### src/hw/rtl/mwm_pkg.sv
// mwm_pkg: shared types and constants of the maze wall mapper.
// Used by mwm_ctrl, mwm_dp and the top level; depends on nothing.
`default_nettype none

package mwm_pkg;

	// configuration register indexes
	localparam int CfgIdxW = 2;
	localparam int CfgDataW = 16;
	localparam logic [CfgIdxW-1:0] CFG_CELL_LENGTH = 2'd0;
	localparam logic [CfgIdxW-1:0] CFG_FRONT_THRESH = 2'd1;
	localparam logic [CfgIdxW-1:0] CFG_RIGHT_THRESH = 2'd2;
	localparam logic [CfgIdxW-1:0] CFG_LEFT_THRESH = 2'd3;

	localparam logic [15:0] CELL_LENGTH_RST = 16'd1000;
	localparam logic [11:0] THRESH_RST = 12'd2000;

	// absolute directions, also the wall bit positions
	localparam logic [1:0] DIR_N = 2'd0;
	localparam logic [1:0] DIR_E = 2'd1;
	localparam logic [1:0] DIR_S = 2'd2;
	localparam logic [1:0] DIR_W = 2'd3;

	// turns relative to heading (quarter turns clockwise)
	localparam logic [1:0] ROT_FRONT = 2'd0;
	localparam logic [1:0] ROT_RIGHT = 2'd1;
	localparam logic [1:0] ROT_BACK = 2'd2;
	localparam logic [1:0] ROT_LEFT = 2'd3;

	// move codes
	localparam logic [1:0] MOVE_RIGHT = 2'd0;
	localparam logic [1:0] MOVE_FORWARD = 2'd1;
	localparam logic [1:0] MOVE_LEFT = 2'd2;
	localparam logic [1:0] MOVE_AROUND = 2'd3;

	// serial divider
	localparam int DIV_STEPS = 16;
	localparam int DivCntW = $clog2(DIV_STEPS);

	typedef struct packed {
		logic       clr;        // write zero at clear pointer, advance it
		logic       capture;    // latch input item
		logic       div_step;   // one restoring divide step
		logic       update_pos; // step position on new cell count
		logic       rd_nb;      // read neighbor of dir instead of current cell
		logic       wr_here;    // merge walls into current cell
		logic       wr_nb;      // merge opposite wall into neighbor of dir
		logic [1:0] dir;        // direction under work
		logic       load_out;   // load result register
	} mwm_cmd_t;

	typedef struct packed {
		logic clr_done;  // clear pointer at last entry
		logic nb_needed; // wall toward dir and that neighbor exists
	} mwm_sts_t;

endpackage

`default_nettype wire

### src/hw/rtl/mwm_ram.sv
// mwm_ram: generic simple dual-port RAM, one write and one registered read.
// No dependencies.
`default_nettype none

module mwm_ram #(
	parameter int WIDTH = 4,
	parameter int DEPTH = 256
) (
	input  wire logic                     clk,
	input  wire logic                     we,
	input  wire logic [$clog2(DEPTH)-1:0] waddr,
	input  wire logic [WIDTH-1:0]         wdata,
	input  wire logic [$clog2(DEPTH)-1:0] raddr,
	output logic      [WIDTH-1:0]         rdata
);

	logic [WIDTH-1:0] mem_q [DEPTH];

	always_ff @(posedge clk) begin
		if (we) begin
			mem_q[waddr] <= wdata;
		end
		rdata <= mem_q[raddr];
	end

endmodule

`default_nettype wire

### src/hw/rtl/mwm_ctrl.sv
// mwm_ctrl: sequencer of the wall mapper (clear pass, divide, map updates).
// Depends on mwm_pkg; drives mwm_dp through mwm_cmd_t.
`default_nettype none

module mwm_ctrl
	import mwm_pkg::*;
(
	input  wire logic      clk,
	input  wire logic      arst_n,
	input  wire logic      in_valid,
	output logic           in_stall,
	output logic           out_valid,
	input  wire logic      out_stall,
	input  wire mwm_sts_t  sts,
	output mwm_cmd_t       cmd
);

	typedef enum logic [2:0] {
		ST_CLEAR,
		ST_IDLE,
		ST_DIV,
		ST_POS,
		ST_RD_HERE,
		ST_WR_HERE,
		ST_NB,
		ST_NB_WR
	} state_t;

	state_t state_q;
	logic [DivCntW-1:0] cnt_q;
	logic [1:0] dir_q;
	logic out_valid_q;
	logic done_q; // result ready, waiting for the output register

	wire logic accept = in_valid && (state_q == ST_IDLE) && !done_q;
	wire logic out_free = !out_valid_q || !out_stall;

	assign in_stall = (state_q != ST_IDLE) || done_q;
	assign out_valid = out_valid_q;

	always_comb begin
		cmd = '0;
		cmd.dir = dir_q;
		case (state_q)
			ST_CLEAR: cmd.clr = 1'b1;
			ST_IDLE: begin
				cmd.capture = accept;
				cmd.load_out = done_q && out_free;
			end
			ST_DIV: cmd.div_step = 1'b1;
			ST_POS: cmd.update_pos = 1'b1;
			ST_RD_HERE: ;
			ST_WR_HERE: cmd.wr_here = 1'b1;
			ST_NB: cmd.rd_nb = 1'b1;
			ST_NB_WR: cmd.wr_nb = 1'b1;
			default: ;
		endcase
	end

	always_ff @(posedge clk or negedge arst_n) begin
		if (!arst_n) begin
			state_q <= ST_CLEAR;
			cnt_q <= '0;
			dir_q <= DIR_N;
			out_valid_q <= 1'b0;
			done_q <= 1'b0;
		end else begin
			if (out_valid_q && !out_stall) begin
				out_valid_q <= 1'b0;
			end
			case (state_q)
				ST_CLEAR: begin
					if (sts.clr_done) begin
						state_q <= ST_IDLE;
					end
				end
				ST_IDLE: begin
					if (done_q) begin
						if (out_free) begin
							out_valid_q <= 1'b1;
							done_q <= 1'b0;
						end
					end else if (accept) begin
						cnt_q <= '0;
						state_q <= ST_DIV;
					end
				end
				ST_DIV: begin
					cnt_q <= cnt_q + 1'b1;
					if (cnt_q == DivCntW'(DIV_STEPS - 1)) begin
						state_q <= ST_POS;
					end
				end
				ST_POS: state_q <= ST_RD_HERE;
				ST_RD_HERE: state_q <= ST_WR_HERE;
				ST_WR_HERE: begin
					dir_q <= DIR_N;
					state_q <= ST_NB;
				end
				ST_NB: begin
					if (sts.nb_needed) begin
						state_q <= ST_NB_WR;
					end else if (dir_q == DIR_W) begin
						done_q <= 1'b1;
						state_q <= ST_IDLE;
					end else begin
						dir_q <= dir_q + 1'b1;
					end
				end
				ST_NB_WR: begin
					if (dir_q == DIR_W) begin
						done_q <= 1'b1;
						state_q <= ST_IDLE;
					end else begin
						dir_q <= dir_q + 1'b1;
						state_q <= ST_NB;
					end
				end
				default: state_q <= ST_IDLE;
			endcase
		end
	end

endmodule

`default_nettype wire

### src/hw/rtl/mwm_dp.sv
// mwm_dp: datapath of the wall mapper: config registers, serial divider,
// position, wall map RAM and result register. Depends on mwm_pkg, mwm_ram.
`default_nettype none

module mwm_dp
	import mwm_pkg::*;
#(
	parameter int MAZE_WIDTH = 16,
	parameter int MAZE_HEIGHT = 16
) (
	input  wire logic                clk,
	input  wire logic                arst_n,
	input  wire logic                cfg_we,
	input  wire logic [CfgIdxW-1:0]  cfg_index,
	input  wire logic [CfgDataW-1:0] cfg_data,
	input  wire logic [15:0]         enc_left,
	input  wire logic [15:0]         enc_right,
	input  wire logic [11:0]         sens_left_front,
	input  wire logic [11:0]         sens_right_front,
	input  wire logic [11:0]         sens_right_side,
	input  wire logic [11:0]         sens_left_side,
	input  wire logic [1:0]          heading,
	input  wire mwm_cmd_t            cmd,
	output mwm_sts_t                 sts,
	output logic [1:0]               move,
	output logic [3:0]               cell_x,
	output logic [3:0]               cell_y,
	output logic [3:0]               cell_walls
);

	localparam int Depth = MAZE_WIDTH * MAZE_HEIGHT;
	localparam int AW = $clog2(Depth);
	localparam int PW = $clog2(MAZE_WIDTH);
	localparam int PH = $clog2(MAZE_HEIGHT);
	localparam logic [PW-1:0] XMax = PW'(MAZE_WIDTH - 1);
	localparam logic [PH-1:0] YMax = PH'(MAZE_HEIGHT - 1);
	localparam logic [AW-1:0] RowStride = AW'(MAZE_WIDTH);
	localparam logic [AW-1:0] LastAddr = AW'(Depth - 1);

	// config
	logic [15:0] cell_length_q;
	logic [11:0] front_thr_q, right_thr_q, left_thr_q;

	always_ff @(posedge clk or negedge arst_n) begin
		if (!arst_n) begin
			cell_length_q <= CELL_LENGTH_RST;
			front_thr_q <= THRESH_RST;
			right_thr_q <= THRESH_RST;
			left_thr_q <= THRESH_RST;
		end else if (cfg_we) begin
			case (cfg_index)
				CFG_CELL_LENGTH: cell_length_q <= cfg_data;
				CFG_FRONT_THRESH: front_thr_q <= cfg_data[11:0];
				CFG_RIGHT_THRESH: right_thr_q <= cfg_data[11:0];
				CFG_LEFT_THRESH: left_thr_q <= cfg_data[11:0];
				default: ;
			endcase
		end
	end

	// item capture: halved encoder sum and absolute sensed walls
	logic [16:0] enc_sum;
	logic [1:0] dir_front, dir_right, dir_left;
	logic [3:0] sensed;

	assign enc_sum = 17'(enc_left) + 17'(enc_right);
	assign dir_front = heading + ROT_FRONT;
	assign dir_right = heading + ROT_RIGHT;
	assign dir_left = heading + ROT_LEFT;

	always_comb begin
		sensed = '0;
		if (sens_left_front > front_thr_q && sens_right_front > front_thr_q) begin
			sensed = sensed | (4'd1 << dir_front);
		end
		if (sens_right_side > right_thr_q) begin
			sensed = sensed | (4'd1 << dir_right);
		end
		if (sens_left_side > left_thr_q) begin
			sensed = sensed | (4'd1 << dir_left);
		end
	end

	logic [15:0] quo_q; // dividend shifting out, quotient shifting in
	logic [15:0] rem_q;
	logic [1:0] heading_q;
	logic [3:0] wall_q;
	logic [16:0] trial;
	logic trial_ok;

	assign trial = {rem_q, quo_q[15]};
	assign trial_ok = trial >= {1'b0, cell_length_q};

	always_ff @(posedge clk) begin
		if (cmd.capture) begin
			quo_q <= enc_sum[16:1];
			rem_q <= '0;
			heading_q <= heading;
			wall_q <= sensed;
		end else if (cmd.div_step) begin
			quo_q <= {quo_q[14:0], trial_ok};
			rem_q <= trial_ok ? 16'(trial - {1'b0, cell_length_q}) : trial[15:0];
		end
	end

	// position and last cell count
	logic [PW-1:0] pos_x_q;
	logic [PH-1:0] pos_y_q;
	logic [15:0] last_count_q;
	logic [15:0] count;

	assign count = (cell_length_q == '0) ? '0 : quo_q;

	always_ff @(posedge clk or negedge arst_n) begin
		if (!arst_n) begin
			pos_x_q <= '0;
			pos_y_q <= '0;
			last_count_q <= '0;
		end else if (cmd.update_pos && count > last_count_q) begin
			last_count_q <= count;
			case (heading_q)
				DIR_N: if (pos_y_q < YMax) pos_y_q <= pos_y_q + 1'b1;
				DIR_E: if (pos_x_q < XMax) pos_x_q <= pos_x_q + 1'b1;
				DIR_S: if (pos_y_q != '0) pos_y_q <= pos_y_q - 1'b1;
				DIR_W: if (pos_x_q != '0) pos_x_q <= pos_x_q - 1'b1;
				default: ;
			endcase
		end
	end

	// addresses
	logic [AW-1:0] here, nb_addr;
	logic nb_exists;

	assign here = AW'(pos_y_q) * RowStride + AW'(pos_x_q);

	always_comb begin
		case (cmd.dir)
			DIR_N: begin
				nb_addr = here + RowStride;
				nb_exists = pos_y_q < YMax;
			end
			DIR_E: begin
				nb_addr = here + 1'b1;
				nb_exists = pos_x_q < XMax;
			end
			DIR_S: begin
				nb_addr = here - RowStride;
				nb_exists = pos_y_q != '0;
			end
			DIR_W: begin
				nb_addr = here - 1'b1;
				nb_exists = pos_x_q != '0;
			end
			default: begin
				nb_addr = here;
				nb_exists = 1'b0;
			end
		endcase
	end

	assign sts.nb_needed = wall_q[cmd.dir] && nb_exists;

	// clear pointer for the pass after reset
	logic [AW-1:0] clr_q;

	always_ff @(posedge clk or negedge arst_n) begin
		if (!arst_n) begin
			clr_q <= '0;
		end else if (cmd.clr && clr_q != LastAddr) begin
			clr_q <= clr_q + 1'b1;
		end
	end

	assign sts.clr_done = clr_q == LastAddr;

	// wall map
	logic ram_we;
	logic [AW-1:0] ram_waddr, ram_raddr;
	logic [3:0] ram_wdata, ram_rdata;
	logic [1:0] opp_dir;

	assign opp_dir = cmd.dir + ROT_BACK;
	assign ram_raddr = cmd.rd_nb ? nb_addr : here;

	always_comb begin
		ram_we = 1'b0;
		ram_waddr = here;
		ram_wdata = ram_rdata | wall_q;
		if (cmd.clr) begin
			ram_we = 1'b1;
			ram_waddr = clr_q;
			ram_wdata = '0;
		end else if (cmd.wr_here) begin
			ram_we = 1'b1;
		end else if (cmd.wr_nb) begin
			ram_we = 1'b1;
			ram_waddr = nb_addr;
			ram_wdata = ram_rdata | (4'd1 << opp_dir);
		end
	end

	mwm_ram #(
		.WIDTH(4),
		.DEPTH(Depth)
	) u_map (
		.clk  (clk),
		.we   (ram_we),
		.waddr(ram_waddr),
		.wdata(ram_wdata),
		.raddr(ram_raddr),
		.rdata(ram_rdata)
	);

	// merged walls of the current cell; neighbor writes never touch it
	logic [3:0] walls_q;

	always_ff @(posedge clk) begin
		if (cmd.wr_here) begin
			walls_q <= ram_rdata | wall_q;
		end
	end

	// result register
	logic [1:0] hd_front, hd_right, hd_left;
	logic [1:0] move_d;
	logic [PW+3:0] x_ext;
	logic [PH+3:0] y_ext;

	assign hd_front = heading_q + ROT_FRONT;
	assign hd_right = heading_q + ROT_RIGHT;
	assign hd_left = heading_q + ROT_LEFT;
	assign x_ext = {4'd0, pos_x_q};
	assign y_ext = {4'd0, pos_y_q};

	always_comb begin
		if (!walls_q[hd_right]) move_d = MOVE_RIGHT;
		else if (!walls_q[hd_front]) move_d = MOVE_FORWARD;
		else if (!walls_q[hd_left]) move_d = MOVE_LEFT;
		else move_d = MOVE_AROUND;
	end

	always_ff @(posedge clk) begin
		if (cmd.load_out) begin
			move <= move_d;
			cell_x <= x_ext[3:0];
			cell_y <= y_ext[3:0];
			cell_walls <= walls_q;
		end
	end

endmodule

`default_nettype wire

### src/hw/rtl/maze_wall_mapper_right_hand.sv
// maze_wall_mapper_right_hand: top level of the micromouse wall mapper.
// Depends on mwm_pkg, mwm_ctrl, mwm_dp (and mwm_ram inside mwm_dp).
//
// One control tick in, one result out. The block takes a tick (encoder
// counts, four sensor readings, heading), halves the encoder sum and
// divides it by cell_length with a restoring divider, one quotient bit per
// clock. If that cell count is above the last one stored, the position
// steps one cell along the heading, held at the maze edges. Sensed walls
// are OR-merged into the current cell of the wall map and, opposite-facing,
// into the neighbor behind each sensed wall where it exists; the map is a
// single MAZE_WIDTH*MAZE_HEIGHT x 4 RAM with one write and one registered
// read port, so every merge is a read then a write. The steps run in
// order: divider, position step, current-cell merge, neighbor merges. The
// result carries the right-hand-rule move, the cell (low 4 bits of each
// coordinate) and its walls. A new tick is taken the cycle after its
// predecessor's result goes into the output register; the output register
// holds a result until transferred while the next tick is already taken.
// After reset the map is cleared one entry per clock, all MAZE_WIDTH *
// MAZE_HEIGHT entries (256 at the defaults), during which in_stall is high.
// Configuration writes are always ready; write them only while idle.
`default_nettype none

module maze_wall_mapper_right_hand
	import mwm_pkg::*;
#(
	parameter int MAZE_WIDTH = 16,
	parameter int MAZE_HEIGHT = 16
) (
	input  wire logic                clk,
	input  wire logic                arst_n,
	// configuration write
	input  wire logic                cfg_valid,
	output logic                     cfg_ready,
	input  wire logic [CfgIdxW-1:0]  cfg_index,
	input  wire logic [CfgDataW-1:0] cfg_data,
	// input ticks
	input  wire logic                in_valid,
	output logic                     in_stall,
	input  wire logic [15:0]         enc_left,
	input  wire logic [15:0]         enc_right,
	input  wire logic [11:0]         sens_left_front,
	input  wire logic [11:0]         sens_right_front,
	input  wire logic [11:0]         sens_right_side,
	input  wire logic [11:0]         sens_left_side,
	input  wire logic [1:0]          heading,
	// results
	output logic                     out_valid,
	input  wire logic                out_stall,
	output logic [1:0]               move,
	output logic [3:0]               cell_x,
	output logic [3:0]               cell_y,
	output logic [3:0]               cell_walls
);

	mwm_cmd_t cmd;
	mwm_sts_t sts;

	// registers take any write, so ready is tied high
	assign cfg_ready = 1'b1;

	mwm_ctrl u_ctrl (
		.clk      (clk),
		.arst_n   (arst_n),
		.in_valid (in_valid),
		.in_stall (in_stall),
		.out_valid(out_valid),
		.out_stall(out_stall),
		.sts      (sts),
		.cmd      (cmd)
	);

	mwm_dp #(
		.MAZE_WIDTH (MAZE_WIDTH),
		.MAZE_HEIGHT(MAZE_HEIGHT)
	) u_dp (
		.clk             (clk),
		.arst_n          (arst_n),
		.cfg_we          (cfg_valid && cfg_ready),
		.cfg_index       (cfg_index),
		.cfg_data        (cfg_data),
		.enc_left        (enc_left),
		.enc_right       (enc_right),
		.sens_left_front (sens_left_front),
		.sens_right_front(sens_right_front),
		.sens_right_side (sens_right_side),
		.sens_left_side  (sens_left_side),
		.heading         (heading),
		.cmd             (cmd),
		.sts             (sts),
		.move            (move),
		.cell_x          (cell_x),
		.cell_y          (cell_y),
		.cell_walls      (cell_walls)
	);

endmodule

`default_nettype wire

### config.mk
export PLATFORM = sky130hd
export DESIGN_NAME = maze_wall_mapper_right_hand
export DESIGN_NICKNAME = d
export VERILOG_FILES = /design/src/hw/rtl/mwm_pkg.sv /design/src/hw/rtl/mwm_ram.sv /design/src/hw/rtl/mwm_ctrl.sv /design/src/hw/rtl/mwm_dp.sv /design/src/hw/rtl/maze_wall_mapper_right_hand.sv
export SDC_FILE = /design/constraint.sdc
export NUM_CORES = 2
export LEC_CHECK = 0
export ABC_AREA = 0
export CAP_MARGIN = 0
export CORE_MARGIN = 2
export CORE_UTILIZATION = 50
export DETAILED_ROUTE_END_ITERATION = 8
export DONT_BUFFER_PORTS = 1
export HOLD_SLACK_MARGIN = 0.08
export SLEW_MARGIN = 40
export SYNTH_ARGS = -nofsm -noshare
export SYNTH_HDL_FRONTEND = slang
export SYNTH_SLANG_ARGS = --single-unit
### constraint.sdc
create_clock -name clk -period 12.95 [get_ports clk]
set_clock_uncertainty 0.1 [all_clocks]
set_input_delay 1.9425 -clock clk [delete_from_list [all_inputs] [get_ports clk]]
set_output_delay 1.9425 -clock clk [all_outputs]
set_load 0.05 [all_outputs]
==> out/metrics.csv <==
metric,value,unit
Worst Path Required,13.46,ns
"critical path fanouts, max",97,
Seq cells post-synth,1179,
die area,106000,µm²
worst hold path class,reg -> reg,
"Seq/Total Area, Yosys",67.3,%
GP Congestion,0.889,
Layout Utilization,55.8,%
fmax,177,MHz
synth top area cells,"edfxtp_1, mux4_2, dfrtp_1, mux2i_1, ha_1",
status,"finished, final reports clean",
Initial DRC Count,2823,
initial antenna violation count,1,
Synth top area share,61.9,%
worst r2r path cells,17,
clk slew on worst S/H paths,0.07,ns
synth warn,0,
Congestion Overflow GR,0,
vias in the first global route,29600,
CP endpoint,u_dp.u_map.rdata[1]$_DFF_P_,
post-synth top area cell,edfxtp_1,
WL per Instance,26.2,µm
hold slack,0.381,ns
Sw Share,30.9,%
Clk pwr share,30.0,%
final wirelength,126,mm
hpwl dp,78.8,mm
Mapped Area,51600,µm²
Root Buffer,clkbuf_16,
pin count of the biggest net entering global routing,163,
first-pass GRT wire length,190,mm
Max Cap Violations,0,
ANT cells,0,
worst reg2reg setup slack,7.29,ns
CTS Hold Buffers Added,0,
mean post-synth cell area,15.3,µm²
crit path from,u_ctrl.dir_q[0]$_DFFE_PN0P_,
I/O pin count,122,
Final Max Tran Viols,0,
die height,325,µm
Syn Nets,3596,
# rows,117,
nature of the critical path endpoint,flop,
"top cells by count, synth","edfxtp_1, nor2_1, nand2_1, mux4_2, mux2i_1",
top_reg_cell synth,edfxtp_1,
Pre-Repair DR Iteration Count,5,
fraction of layout cells with a size suffix above 1,16.1,%
Pint,0.00773,W
type of origin of the critical path,flop,
number of synthesized flops with an enable pin,1064,
final setup fails,0,
Layout fillers,7996,
Max VDD drop,0.253,mV
critical path class,reg -> reg,
Die W,325,µm
Routed Antenna Nets,0,
total track usage,23.8,%
Reg power frac,44.5,%
Slew HR,33.8,%
switching pwr,0.00345,W
clock buffer depth,3,
Num Clock Sinks,1179,
Buffers on Ports,0,
P_leak,19.5,nW
Fin. Hold Viols,0,
Pwr per Cell Area,196,nW/µm²
cell count after synthesis,3377,
CTS Buf Count,116,
CP arrival,6.17,ns
fin crit share,43.7,%
"Async S/R FF share, synth",8.06,%
Vias/cell,6.08,
fin nets,3581,
later-pin clock latency in the skew report,0.70,ns
DR vias,29300,
minimum clock period,5.66,ns
Initial Utilization,50.6,%
Tightest Pin Transition,0.986,ns
top-count cell post-synth,edfxtp_1,
H-Tree Depth,3,
Gate power share,25.5,%
P&R area growth vs syn,10.3,%
Cell variety after synth,84,
reg-to-reg startpoint,u_ctrl.dir_q[0]$_DFFE_PN0P_,
PostCTS Resize Cnt,0,
RSZ-0062 raised after global routing,no,
capture point of the worst reg-to-reg path,u_dp.u_map.rdata[1]$_DFF_P_,
DRC viols,0,
post-CTS setup buffers,0,
CTS tree,done,
Setup TNS Final,0,ns
total core area,102000,µm²
-- sequential cells by signal, indices dropped and copies added, names as in the netlist, 3 cells and up --
register and flops:
u_dp.pos_y_q 4, u_dp.front_thr_q 12, u_dp.pos_x_q 4, u_dp.rem_q 16, u_dp.walls_q 4, u_dp.left_thr_q 12
u_dp.cell_x 4, u_dp.last_count_q 16, u_dp.quo_q 16, u_dp.cell_length_q 16, u_dp.cell_y 4, u_dp.cell_walls 4
u_dp.u_map.rdata 4, u_dp.clr_q 8, u_dp.u_map.mem_q 1024, u_dp.right_thr_q 12, u_dp.wall_q 4, u_ctrl.cnt_q 4
u_ctrl.state_q 3
-- through the flow --
step / setup slack (ns) / instances / instance area, µm² / power (W)
global route: 6.94 / 4824 / 56900 / 0.0116
global placement: 7.56 / 4604 / 52900 / 0.00775
floorplan: 2.69 / 3377 / 51600 / 0.00708
detailed placement: 7.36 / 4612 / 53100 / 0.00790
CTS: 7.35 / 4824 / 56900 / 0.0112
finish: 7.29 / 4824 / 56900 / 0.0112
-- cell families after synthesis --
kind of cell	Yosys count	share of synthesized area, %
DFF	1179	67.3
and+or+nand+nor	937	8.02
muxes	430	13.3
AOI/OAI and AO/OA	387	5.11
buffers and inverters	282	2.62
adders and majority gates	114	2.81
xor gates and xnor gates	47	0.827
other	1	0.00727
-- worst min path at each step --
stage	from	to	cells after the start
after floorplan	u_dp.pos_y_q[2]$_DFFE_PN0P_	u_dp.cell_y[2]$_DFFE_PP_	0
after global placement	u_dp.rem_q[15]$_SDFFE_PP0P_	u_dp.rem_q[15]$_SDFFE_PP0P_	2
after detailed placement	u_dp.rem_q[15]$_SDFFE_PP0P_	u_dp.rem_q[15]$_SDFFE_PP0P_	2
after CTS	u_dp.rem_q[15]$_SDFFE_PP0P_	u_dp.rem_q[15]$_SDFFE_PP0P_	2
after global routing	u_dp.rem_q[10]$_SDFFE_PP0P_	u_dp.rem_q[10]$_SDFFE_PP0P_	2
final	u_dp.rem_q[15]$_SDFFE_PP0P_	u_dp.rem_q[15]$_SDFFE_PP0P_	2
-- routing by layer --
layer  vias up  share of wire, %  track usage, %
li1      12900                 -               -
met4         0               3.6            8.13
met3       242               6.6            4.24
met2      1075                48            38.7
met5         -                 0               0
met1     15100                42            32.6
-- power by group through the flow --
stage / logic, W / registers (W) / clock network [W]
floorplan: 0.00183 / 0.00525 / 0
global placement: 0.00270 / 0.00505 / 0
detailed placement: 0.00285 / 0.00504 / 0
CTS: 0.00286 / 0.00497 / 0.00340
global route: 0.00309 / 0.00498 / 0.00355
finish: 0.00285 / 0.00497 / 0.00336
-- critical path: stages, from the launching register on --
cell,delay [ns]
dfrtp_1,0.53
ha_1,0.21
buf_4,0.31
xor2_1,0.18
ha_1,0.25
a21oi_2,0.07
xnor2_2,0.19
mux2i_2,0.22
o21ai_4,0.21
buf_12,0.46
buf_16,0.38
buf_4,0.67
mux4_2,0.33
nand2_1,0.06
and3_1,0.27
nor4_1,0.65
nor2_1,0.14
nor4b_2,0.27
-- placed cells by master, fill, tap and decap left out, drive strengths merged, types with 32 or more instances in the layout --
cell,count
clkinv,34
mux2,70
nand2,317
nor2,348
a21o,33
nand3,55
buf,41
a21oi,62
mux2i,164
and3,41
ha,111
edfxtp,1064
clkbuf,158
a311oi,32
inv,113
nor3,36
mux4,196
o21ai,88
dfrtp,71
-- cell type report --
| class | instances | area, µm² | area share [%] |
|---|---|---|---|
| sequential | 1179 | 34800 | 61.1 |
| multi-input combinational | 1916 | 15700 | 27.6 |
| clock buffer | 157 | 3170 | 5.57 |
| tap | 1368 | 1710 | 3.01 |
| clock inverter | 55 | 596 | 1.05 |
| timing repair buffer | 42 | 561 | 0.985 |
| inverter | 107 | 402 | 0.705 |
Note: power is estimated with default switching activity, not from simulation.
